`src/rtl/u8dc_pkg.sv`:
```
package u8dc_pkg;

    // field widths
    localparam int unsigned CpWidth  = 21;
    localparam int unsigned LenWidth = 3;

    // lead byte patterns
    localparam logic [7:0] Lead2Mask = 8'hE0;
    localparam logic [7:0] Lead2Code = 8'hC0;
    localparam logic [7:0] Lead3Mask = 8'hF0;
    localparam logic [7:0] Lead3Code = 8'hE0;
    localparam logic [7:0] Lead4Mask = 8'hF8;
    localparam logic [7:0] Lead4Code = 8'hF0;

    // sequence lengths
    localparam logic [LenWidth-1:0] Len1 = 3'd1;
    localparam logic [LenWidth-1:0] Len2 = 3'd2;
    localparam logic [LenWidth-1:0] Len3 = 3'd3;
    localparam logic [LenWidth-1:0] Len4 = 3'd4;

    // class range bounds
    localparam logic [CpWidth-1:0] DigitLo     = 21'h00030;
    localparam logic [CpWidth-1:0] DigitHi     = 21'h00039;
    localparam logic [CpWidth-1:0] AsciiHi     = 21'h0007F;
    localparam logic [CpWidth-1:0] UpperLo     = 21'h00041;
    localparam logic [CpWidth-1:0] UpperHi     = 21'h0005A;
    localparam logic [CpWidth-1:0] LowerLo     = 21'h00061;
    localparam logic [CpWidth-1:0] LowerHi     = 21'h0007A;
    localparam logic [CpWidth-1:0] LatinLo     = 21'h000C0;
    localparam logic [CpWidth-1:0] LatinHi     = 21'h0017F;
    localparam logic [CpWidth-1:0] Times       = 21'h000D7;
    localparam logic [CpWidth-1:0] Divide      = 21'h000F7;
    localparam logic [CpWidth-1:0] ExtLo       = 21'h00180;
    localparam logic [CpWidth-1:0] ExtHi       = 21'h002AF;
    localparam logic [CpWidth-1:0] GreekLo     = 21'h00370;
    localparam logic [CpWidth-1:0] GreekHi     = 21'h003FF;
    localparam logic [CpWidth-1:0] GkSignLo    = 21'h00374;
    localparam logic [CpWidth-1:0] GkSignHi    = 21'h00375;
    localparam logic [CpWidth-1:0] GkQuestLo   = 21'h0037E;
    localparam logic [CpWidth-1:0] GkQuestHi   = 21'h0037F;
    localparam logic [CpWidth-1:0] GkTonosLo   = 21'h00384;
    localparam logic [CpWidth-1:0] GkTonosHi   = 21'h00385;
    localparam logic [CpWidth-1:0] GkAnoTeleia = 21'h00387;
    localparam logic [CpWidth-1:0] CyrLo       = 21'h00400;
    localparam logic [CpWidth-1:0] CyrHi       = 21'h004FF;
    localparam logic [CpWidth-1:0] ArmLo       = 21'h00531;
    localparam logic [CpWidth-1:0] ArmHi       = 21'h0058F;
    localparam logic [CpWidth-1:0] RunicLo     = 21'h016A0;
    localparam logic [CpWidth-1:0] RunicHi     = 21'h016F8;
    localparam logic [CpWidth-1:0] HiraLo      = 21'h03040;
    localparam logic [CpWidth-1:0] HiraHi      = 21'h03096;
    localparam logic [CpWidth-1:0] KanaLo      = 21'h03099;
    localparam logic [CpWidth-1:0] KanaHi      = 21'h030FF;
    localparam logic [CpWidth-1:0] EmojiALo    = 21'h1F300;
    localparam logic [CpWidth-1:0] EmojiAHi    = 21'h1F64F;
    localparam logic [CpWidth-1:0] EmojiBLo    = 21'h1F680;
    localparam logic [CpWidth-1:0] EmojiBHi    = 21'h1F6C5;
    localparam logic [CpWidth-1:0] EmojiCLo    = 21'h1F900;
    localparam logic [CpWidth-1:0] EmojiCHi    = 21'h1F9FF;
    localparam logic [CpWidth-1:0] EmojiDLo    = 21'h1FA70;
    localparam logic [CpWidth-1:0] EmojiDHi    = 21'h1FAFF;

    // per-stage load enables
    typedef struct packed {
        logic s1;
        logic s2;
        logic s3;
    } pipe_en_t;

    // decoded character
    typedef struct packed {
        logic [CpWidth-1:0]  cp;
        logic [LenWidth-1:0] len;
    } decoded_t;

    // raw range hits, combined in the last stage
    typedef struct packed {
        logic digit;
        logic ascii;
        logic upper;
        logic lower;
        logic latin;
        logic latin_excl;
        logic ext;
        logic greek;
        logic greek_excl;
        logic cyr;
        logic arm;
        logic runic;
        logic hira;
        logic kana;
        logic emoji_a;
        logic emoji_b;
        logic emoji_c;
        logic emoji_d;
    } range_hits_t;

    // final class flags
    typedef struct packed {
        logic digit;
        logic ascii;
        logic letter;
        logic emoji;
    } class_flags_t;

    function automatic logic in_range(
        input logic [CpWidth-1:0] v,
        input logic [CpWidth-1:0] lo,
        input logic [CpWidth-1:0] hi
    );
        return (v >= lo) && (v <= hi);
    endfunction

endpackage

```
`src/rtl/utf8_decode_and_classify_unit.sv`:
```
// UTF-8 character decoder and classifier.
// Input channel: in_valid / in_stall carry up to four bytes of one character
// and the count of bytes present. A transfer happens when in_valid is high
// and in_stall is low.
// Output channel: out_valid / out_stall carry the code point, the bytes
// consumed and the digit, ascii, letter and emoji flags.
// Stages: an input transfer passes through the decode stage, the range
// compare stage and the flag combine stage, which also holds the output.
// Throughput while out_stall is low: one character per cycle; each of the
// three stages takes a new item whenever it is empty or its contents move
// on in the same cycle.
// Receiver stall: the output stage holds its item, earlier stages fill their
// empty slots, and in_stall rises only once all three stages are full.
// Reset clears the stage valid bits; the pipeline comes up empty and ready.
module utf8_decode_and_classify_unit (
    input  logic        clk,
    input  logic        rst_n,
    input  logic        in_valid,
    output logic        in_stall,
    input  logic [7:0]  lead_byte,
    input  logic [7:0]  second_byte,
    input  logic [7:0]  third_byte,
    input  logic [7:0]  fourth_byte,
    input  logic [2:0]  bytes_available,
    output logic        out_valid,
    input  logic        out_stall,
    output logic [20:0] code_point,
    output logic [2:0]  byte_count,
    output logic        is_digit,
    output logic        is_ascii,
    output logic        is_letter,
    output logic        is_emoji
);

    logic v1_reg;
    logic v2_reg;
    logic v3_reg;
    logic adv1;
    logic adv2;
    logic adv3;

    u8dc_pkg::pipe_en_t     en;
    u8dc_pkg::decoded_t     dec1;
    u8dc_pkg::decoded_t     dec3;
    u8dc_pkg::class_flags_t flags;

    // a stage loads when it is empty or its item moves on
    assign adv3 = !v3_reg || !out_stall;
    assign adv2 = !v2_reg || adv3;
    assign adv1 = !v1_reg || adv2;

    assign en.s1 = adv1;
    assign en.s2 = adv2;
    assign en.s3 = adv3;

    assign in_stall = !adv1;

    // valid bits travel with the data
    always_ff @(posedge clk or negedge rst_n)
    begin
        if (!rst_n)
        begin
            v1_reg <= 1'b0;
            v2_reg <= 1'b0;
            v3_reg <= 1'b0;
        end
        else
        begin
            if (adv1)
            begin
                v1_reg <= in_valid;
            end
            if (adv2)
            begin
                v2_reg <= v1_reg;
            end
            if (adv3)
            begin
                v3_reg <= v2_reg;
            end
        end
    end

    u8dc_decode u_decode (
        .clk             (clk),
        .en              (en),
        .lead_byte       (lead_byte),
        .second_byte     (second_byte),
        .third_byte      (third_byte),
        .fourth_byte     (fourth_byte),
        .bytes_available (bytes_available),
        .dec             (dec1)
    );

    u8dc_classify u_classify (
        .clk     (clk),
        .en      (en),
        .dec     (dec1),
        .dec_out (dec3),
        .flags   (flags)
    );

    // output transfer
    assign out_valid  = v3_reg;
    assign code_point = dec3.cp;
    assign byte_count = dec3.len;
    assign is_digit   = flags.digit;
    assign is_ascii   = flags.ascii;
    assign is_letter  = flags.letter;
    assign is_emoji   = flags.emoji;

endmodule

```
`src/rtl/u8dc_decode.sv`:
```
module u8dc_decode (
    input  logic                clk,
    input  u8dc_pkg::pipe_en_t  en,
    input  logic [7:0]          lead_byte,
    input  logic [7:0]          second_byte,
    input  logic [7:0]          third_byte,
    input  logic [7:0]          fourth_byte,
    input  logic [2:0]          bytes_available,
    output u8dc_pkg::decoded_t  dec
);

    u8dc_pkg::decoded_t dec_next;
    u8dc_pkg::decoded_t dec_reg;

    // lead byte pattern and byte count pick the sequence form
    always_comb
    begin
        priority if (!lead_byte[7])
        begin
            dec_next.cp  = {13'd0, lead_byte};
            dec_next.len = u8dc_pkg::Len1;
        end
        else if (((lead_byte & u8dc_pkg::Lead2Mask) == u8dc_pkg::Lead2Code)
                 && (bytes_available >= 3'd2))
        begin
            dec_next.cp  = {10'd0, lead_byte[4:0], second_byte[5:0]};
            dec_next.len = u8dc_pkg::Len2;
        end
        else if (((lead_byte & u8dc_pkg::Lead3Mask) == u8dc_pkg::Lead3Code)
                 && (bytes_available >= 3'd3))
        begin
            dec_next.cp  = {5'd0, lead_byte[3:0], second_byte[5:0], third_byte[5:0]};
            dec_next.len = u8dc_pkg::Len3;
        end
        else if (((lead_byte & u8dc_pkg::Lead4Mask) == u8dc_pkg::Lead4Code)
                 && (bytes_available >= 3'd4))
        begin
            dec_next.cp  = {lead_byte[2:0], second_byte[5:0], third_byte[5:0],
                            fourth_byte[5:0]};
            dec_next.len = u8dc_pkg::Len4;
        end
        else
        begin
            // invalid or short sequence: raw lead byte
            dec_next.cp  = {13'd0, lead_byte};
            dec_next.len = u8dc_pkg::Len1;
        end
    end

    // stage 1 register
    always_ff @(posedge clk)
    begin
        if (en.s1)
        begin
            dec_reg <= dec_next;
        end
    end

    assign dec = dec_reg;

endmodule

```
`src/rtl/u8dc_classify.sv`:
```
module u8dc_classify (
    input  logic                   clk,
    input  u8dc_pkg::pipe_en_t     en,
    input  u8dc_pkg::decoded_t     dec,
    output u8dc_pkg::decoded_t     dec_out,
    output u8dc_pkg::class_flags_t flags
);

    u8dc_pkg::range_hits_t  hits_next;
    u8dc_pkg::range_hits_t  hits_reg;
    u8dc_pkg::decoded_t     dec2_reg;
    u8dc_pkg::decoded_t     dec3_reg;
    u8dc_pkg::class_flags_t flags_next;
    u8dc_pkg::class_flags_t flags_reg;
    logic [u8dc_pkg::CpWidth-1:0] c;

    assign c = dec.cp;

    // range compares
    always_comb
    begin
        hits_next.digit      = u8dc_pkg::in_range(c, u8dc_pkg::DigitLo, u8dc_pkg::DigitHi);
        hits_next.ascii      = (c <= u8dc_pkg::AsciiHi);
        hits_next.upper      = u8dc_pkg::in_range(c, u8dc_pkg::UpperLo, u8dc_pkg::UpperHi);
        hits_next.lower      = u8dc_pkg::in_range(c, u8dc_pkg::LowerLo, u8dc_pkg::LowerHi);
        hits_next.latin      = u8dc_pkg::in_range(c, u8dc_pkg::LatinLo, u8dc_pkg::LatinHi);
        hits_next.latin_excl = (c == u8dc_pkg::Times) || (c == u8dc_pkg::Divide);
        hits_next.ext        = u8dc_pkg::in_range(c, u8dc_pkg::ExtLo, u8dc_pkg::ExtHi);
        hits_next.greek      = u8dc_pkg::in_range(c, u8dc_pkg::GreekLo, u8dc_pkg::GreekHi);
        hits_next.greek_excl =
            u8dc_pkg::in_range(c, u8dc_pkg::GkSignLo, u8dc_pkg::GkSignHi)
            || u8dc_pkg::in_range(c, u8dc_pkg::GkQuestLo, u8dc_pkg::GkQuestHi)
            || u8dc_pkg::in_range(c, u8dc_pkg::GkTonosLo, u8dc_pkg::GkTonosHi)
            || (c == u8dc_pkg::GkAnoTeleia);
        hits_next.cyr        = u8dc_pkg::in_range(c, u8dc_pkg::CyrLo, u8dc_pkg::CyrHi);
        hits_next.arm        = u8dc_pkg::in_range(c, u8dc_pkg::ArmLo, u8dc_pkg::ArmHi);
        hits_next.runic      = u8dc_pkg::in_range(c, u8dc_pkg::RunicLo, u8dc_pkg::RunicHi);
        hits_next.hira       = u8dc_pkg::in_range(c, u8dc_pkg::HiraLo, u8dc_pkg::HiraHi);
        hits_next.kana       = u8dc_pkg::in_range(c, u8dc_pkg::KanaLo, u8dc_pkg::KanaHi);
        hits_next.emoji_a    = u8dc_pkg::in_range(c, u8dc_pkg::EmojiALo, u8dc_pkg::EmojiAHi);
        hits_next.emoji_b    = u8dc_pkg::in_range(c, u8dc_pkg::EmojiBLo, u8dc_pkg::EmojiBHi);
        hits_next.emoji_c    = u8dc_pkg::in_range(c, u8dc_pkg::EmojiCLo, u8dc_pkg::EmojiCHi);
        hits_next.emoji_d    = u8dc_pkg::in_range(c, u8dc_pkg::EmojiDLo, u8dc_pkg::EmojiDHi);
    end

    // stage 2 register
    always_ff @(posedge clk)
    begin
        if (en.s2)
        begin
            hits_reg <= hits_next;
            dec2_reg <= dec;
        end
    end

    // combine hits; the letter ranges do not overlap
    always_comb
    begin
        flags_next.digit  = hits_reg.digit;
        flags_next.ascii  = hits_reg.ascii;
        flags_next.letter = hits_reg.upper || hits_reg.lower
                            || (hits_reg.latin && !hits_reg.latin_excl)
                            || hits_reg.ext
                            || (hits_reg.greek && !hits_reg.greek_excl)
                            || hits_reg.cyr || hits_reg.arm || hits_reg.runic
                            || hits_reg.hira || hits_reg.kana;
        flags_next.emoji  = hits_reg.emoji_a || hits_reg.emoji_b
                            || hits_reg.emoji_c || hits_reg.emoji_d;
    end

    // stage 3 register, drives the output
    always_ff @(posedge clk)
    begin
        if (en.s3)
        begin
            flags_reg <= flags_next;
            dec3_reg  <= dec2_reg;
        end
    end

    assign dec_out = dec3_reg;
    assign flags   = flags_reg;

endmodule

```
`config.mk`:
```
export PLATFORM = sky130hd
export DESIGN_NAME = utf8_decode_and_classify_unit
export DESIGN_NICKNAME = d
export VERILOG_FILES = /design/src/rtl/u8dc_pkg.sv /design/src/rtl/utf8_decode_and_classify_unit.sv /design/src/rtl/u8dc_decode.sv /design/src/rtl/u8dc_classify.sv
export SDC_FILE = /design/constraint.sdc
export NUM_CORES = 1
export LEC_CHECK = 0
export BUFFER_PORTS_ARGS = -buffer_cell sky130_fd_sc_hd__buf_2
export CAP_MARGIN = 20
export CORE_MARGIN = 2
export CORE_UTILIZATION = 50
export DETAILED_ROUTE_END_ITERATION = 8
export PLACE_DENSITY = 0.75
export SKIP_CTS_REPAIR_TIMING = 1
export SYNTH_ARGS = -nofsm -noshare
export SYNTH_HDL_FRONTEND = slang
export SYNTH_SLANG_ARGS = --single-unit
```
`constraint.sdc`:
```
create_clock -name clk -period 1.95 [get_ports clk]
set_input_delay 0.195 -clock clk [delete_from_list [all_inputs] [get_ports clk]]
set_output_delay 0.195 -clock clk [all_outputs]
set_load 0.02 [all_outputs]
```
======== After elaboration in Yosys (flattened, before gate mapping) ========
Index checks and enable logic that the tools add are counted.
storage, ports and cells
  register bits ........................... 97
  latch bits .............................. 0
  RAM bits ................................ 0
  memory bits (read-only) ................. 0
  output and inout port bits .............. 30
  logic and storage cells ................. 139
  memories ................................ 0
operators by class
  $add $sub $neg .......................... 0
  $mul .................................... 0
  divide/modulo/power cells ............... 0
  $lt $le $gt $ge ......................... 40
  equality and inequality tests ........... 6
  shift-type cells ........................ 0
  mux-type cells .......................... 4
  bitwise logic cells ..................... 2
  reduce and logical (&&, ||, !) cells .... 52
operators with widths
  cell                                                                                   count
  21-bit by 10-bit less-or-equal comparator with 1-bit output, second input constant     5
  21-bit by 10-bit greater-or-equal comparator with 1-bit output, second input constant  4
  21-bit by 17-bit greater-or-equal comparator with 1-bit output, second input constant  4
  21-bit by 17-bit less-or-equal comparator with 1-bit output, second input constant     4
  21-bit by 7-bit less-or-equal comparator with 1-bit output, second input constant      3
  21-bit by 8-bit == test with 1-bit output, second input constant                       2
  21-bit by 11-bit greater-or-equal comparator with 1-bit output, second input constant  2
  21-bit by 14-bit greater-or-equal comparator with 1-bit output, second input constant  2
  21-bit by 7-bit greater-or-equal comparator with 1-bit output, second input constant   2
  21-bit by 11-bit less-or-equal comparator with 1-bit output, second input constant     2
  21-bit by 14-bit less-or-equal comparator with 1-bit output, second input constant     2
  19-bit 2-to-1 mux                                                                      2
  1-bit logical AND                                                                      23
  21-bit by 10-bit == test with 1-bit output, second input constant                      1
  21-bit by 13-bit greater-or-equal comparator with 1-bit output, second input constant  1
  21-bit by 6-bit greater-or-equal comparator with 1-bit output, second input constant   1
  21-bit by 8-bit greater-or-equal comparator with 1-bit output, second input constant   1
  21-bit by 9-bit greater-or-equal comparator with 1-bit output, second input constant   1
  21-bit by 13-bit less-or-equal comparator with 1-bit output, second input constant     1
  21-bit by 6-bit less-or-equal comparator with 1-bit output, second input constant      1
  21-bit by 9-bit less-or-equal comparator with 1-bit output, second input constant      1
  1-bit logical OR                                                                       19
  14-bit 2-to-1 mux                                                                      1
  10-bit 2-to-1 mux                                                                      1
  10 further kinds                                                                       18

======== Logic depth before layout (Yosys ltp) ========
  depth after elaboration ................. 10
  gate-level depth with buffers ........... 7
  depth with buffers taken out ............ 6

======== Cells and area by module ========
Synthesis repeated with hierarchy kept, for this count alone.
unflattened totals
  cell total of the unflattened synthesis .. 335
  area total of the unflattened synthesis .. 4,356.7 µm²
modules (own cells, without submodules)
  module                         instances  cells each  area an instance (µm²)  seq. area each (µm²)
  u8dc_classify                  1          216         3,014.1                 2,102.0
  u8dc_decode                    1          109         1,214.9                 720.7
  utf8_decode_and_classify_unit  1          10          127.6                   75.1

======== Least setup slack after synthesis ========
No wires, ideal clock.
  kind .................................... reg-to-reg
  from .................................... register v3_reg, in the netlist out_valid
  to ...................................... register u_classify.dec2_reg[0] in the netlist's numbering (enable)
  setup time .............................. 0.660 ns
  arrival time ............................ 1.502 ns
  slack ................................... -0.212 ns
  cell stages (with the launch flop) ...... 2
  clock period less this slack ............ 2.162 ns
  cells stage by stage .................... dfrtp_1 nand3_1
on the way
  longest elaborated chain between the ends .. 3
RTL lines
  what                    RTL line                             source
  start, declared         utf8_decode_and_classify_unit.sv:37  logic v3_reg;
  start signal, assigned  utf8_decode_and_classify_unit.sv:79  v3_reg <= v2_reg;
  1-bit logical NOT       utf8_decode_and_classify_unit.sv:48  assign adv3 = !v3_reg || !out_stall;
  1-bit logical OR        utf8_decode_and_classify_unit.sv:48
  1-bit logical OR        utf8_decode_and_classify_unit.sv:49  assign adv2 = !v2_reg || adv3;
  named net adv2          utf8_decode_and_classify_unit.sv:39  logic adv2;
  end signal, assigned    u8dc_classify.sv:52                  dec2_reg <= dec;
  end, declared           u8dc_classify.sv:11                  u8dc_pkg::decoded_t dec2_reg;
The timed path passes the listed nets, and every way through them passes these cells.
A chain may end at the register's enable or synchronous reset.

==> run_results.csv <==
group,metric,value,unit
status,outcome,"completed",
worst_setup_path,critical_path_class,"register to register",
hold_path,min_path_cells,2,
timing,fin_crit_sh,96.8,%
synthesis,synth_flop_cell,"edfxtp_1",
global_route,grt_pass1_vias,2564,
hold_path,min-delay-path-class,"primary input to register",
worst_setup_path,arrival,2020,ps
clock_tree,clk_pin_slew,90,ps
placed_design,dp_slack,88.4,ps
synthesis,synth_edf_count,94,
floorplanning,die_h,94.3,um
synthesis,syn_inst,297,
hold_path,worstHoldStart,"in_valid",
timing,finalSetupViolations,0,
route,ant_nets,0,
cells_and_area,num_antenna_cells,0,
synthesis,synth_nets,336,
global_route,grt_max_degree,44,
floorplanning,pin_count,69,
placed_design,gp_congestion,0.917,
cells_and_area,seq_area,2900,sq um
synthesis,syn_area_per_cell,13.7,sq um
clock_tree,cts_tree,"built",
power,leakagePower,1.89,nW
hold_path,hold_path_end,"v1_reg",
timing,finalWorstSetupSlack,63.4,ps
timing,report.final.slew_viol_count,0,
timing,relSlewSlack,71.7,%
floorplanning,rows,32,
worst_setup_path,reg2reg_from,"u_decode.dec[11]",
cells_and_area,mostFrequentLayoutCells,"edfxtp_1, buf_2, nand2_1, buf_4, nor2_1",
synthesis,yosys_warnings,0,
synthesis,synth_area_leaders,"edfxtp_1, nand2_1, o21ai_0, dfrtp_1, nor2_1",
global_route,grt.total_usage,19.4,%
clock_tree,htreeDepth,3,
worst_setup_path,worstReg2RegEnd,"u_classify.hits_reg[6]",
cells_and_area,area_growth_syn_to_layout,19.7,%
worst_setup_path,rrSetupSlack,60,ps
timing,period_needed,1890,ps
timing,fin_setup_tns,0,ps
floorplanning,fp.dieW,94.3,um
synthesis,synth_top_area_cell,"edfxtp_1",
timing,fmax,530,MHz
route,post_drt_wl_per_cell,16.2,um
floorplanning,core,7810,sq um
synthesis,yosys_register_bits,97,
job,cap_violations,0,
placed_design,place_hpwl,5.53,mm
global_route,overflow,0,
synthesis,seq_area_frac_synth,71.2,%
power,ir_drop,407,uV
route,drc,0,
cells_and_area,multiInputGateArea,1090,sq um
timing,fin_skew,13.2,ps
synthesis,ys_types,50,
timing,tightestPinTransition,422,ps
floorplanning,die-area,8880,sq um
placed_design,port_buffers,62,
clock_tree,root_buffer,"clkbuf_8",
floorplanning,start_util,52.2,%
cells_and_area,nFillCells,589,
cells_and_area,num-nets-final,421,
worst_setup_path,crit_path_end_kind,"register",
route,drtIter0Drc,273,
route,via_count,2767,
clock_tree,clock_sinks,97,
worst_setup_path,startpoint_type,"register",
synthesis,syn_area,4070,sq um
worst_setup_path,critical_path_required,2090,ps
worst_setup_path,reg2reg_depth,3,
global_route,grt_first_pass_wirelength,12.8,mm
cells_and_area,final_common_cell,"edfxtp_1",
synthesis,async_reset_ff_share,3.09,%
global_route,grt_antenna_before_repair,0,
clock_tree,numCtsBuffers,9,
cells_and_area,final_layout_size_suffix_gt1_share,29.7,%
worst_setup_path,worstPathMaxFanout,3,
power,pwr_density_cell,943,nW/um^2
timing,finalHoldViolations,0,
route,firstDrtPassIters,5,
clock_tree,clk_path_buf_depth,2,
route,vias_per_cell,5.66,
clock_tree,clock_latency,360,ps
synthesis,synth_top_cell_area_share,69.3,%
route,wirelength,7.92,mm
[how the worst max path moves through the flow]
stage / from / end / cells past startpoint
finish: u_decode.dec[11] / u_classify.hits_reg[6] / 3
global route: u_decode.dec[23] / u_classify.hits_reg[1] / 4
CTS: u_decode.dec[22] / u_classify.flags_next[3] / 5
detailed placement: u_decode.dec[22] / u_classify.flags_next[3] / 5
global placement: u_decode.dec[22] / u_classify.flags_next[3] / 5
floorplan: out_valid / in_stall / 2
[synthesized netlist by cell type (3+ instances only)]
library cell,n
nor3_1,11
and2_1,5
inv_1,10
nand2b_1,5
o21ai_0,17
o21a_1,4
edfxtp_1,94
a22oi_1,4
nor4_1,6
nand2_1,25
o31ai_1,7
a21oi_1,12
nor2_1,19
nand3_1,10
and3_1,3
clkbuf_1,13
a22o_1,5
dfrtp_1,3
nand4_1,5
[cell type report]
cell class                 instances  share of cell area [%]
sequential                        97                    59.5
multi-input combinational        174                    22.4
timing repair buffer              89                    10.8
clock buffer                      12                    2.77
tap                              102                    2.62
clock inverter                     4                    1.10
inverter                          11                   0.847
[cell families (layout without fill, tap and decap cells)]
logic type      Yosys count  count (layout)  share of synthesized area [%]
compound gates           67              67                           11.2
buf+inv                  26             116                           2.46
flops                    97              97                           71.2
simple gates            107             107                           15.2
[power breakdown]
group / switching (mW) / total (mW) / internal [mW]
sequential: 0.117 / 2.68 / 2.57
clock: 0.646 / 1.24 / 0.599
combinational: 0.418 / 0.667 / 0.249
total: 1.18 / 4.59 / 3.41
[worst max-delay path, cell delays in order, from the launching register on]
cell      delay [ps]
edfxtp_1         400
nand2b_1         220
or4b_2           650
nor4_1           400
[metrics by stage]
stage	utilization (%)	hold WS [ps]	instances	power (mW)	cell area (sq um)
final	62.4	22.0	489	4.59	4870
after global routing	62.4	27.3	489	4.79	4870
after CTS	62.0	-396	486	4.61	4840
after detailed placement	59.6	-4.83	470	3.39	4650
after global placement	59.6	-11.2	470	3.37	4650
after floorplan	-	-101	297	3.09	4080
[layer usage]
metal	share of wire [%]	GRT usage, %
met3	5.2	2.97
met1	45	26.8
met4	1.8	9.42
met5	0	0
met2	48	30.1
(Power assumes the default switching activity.)
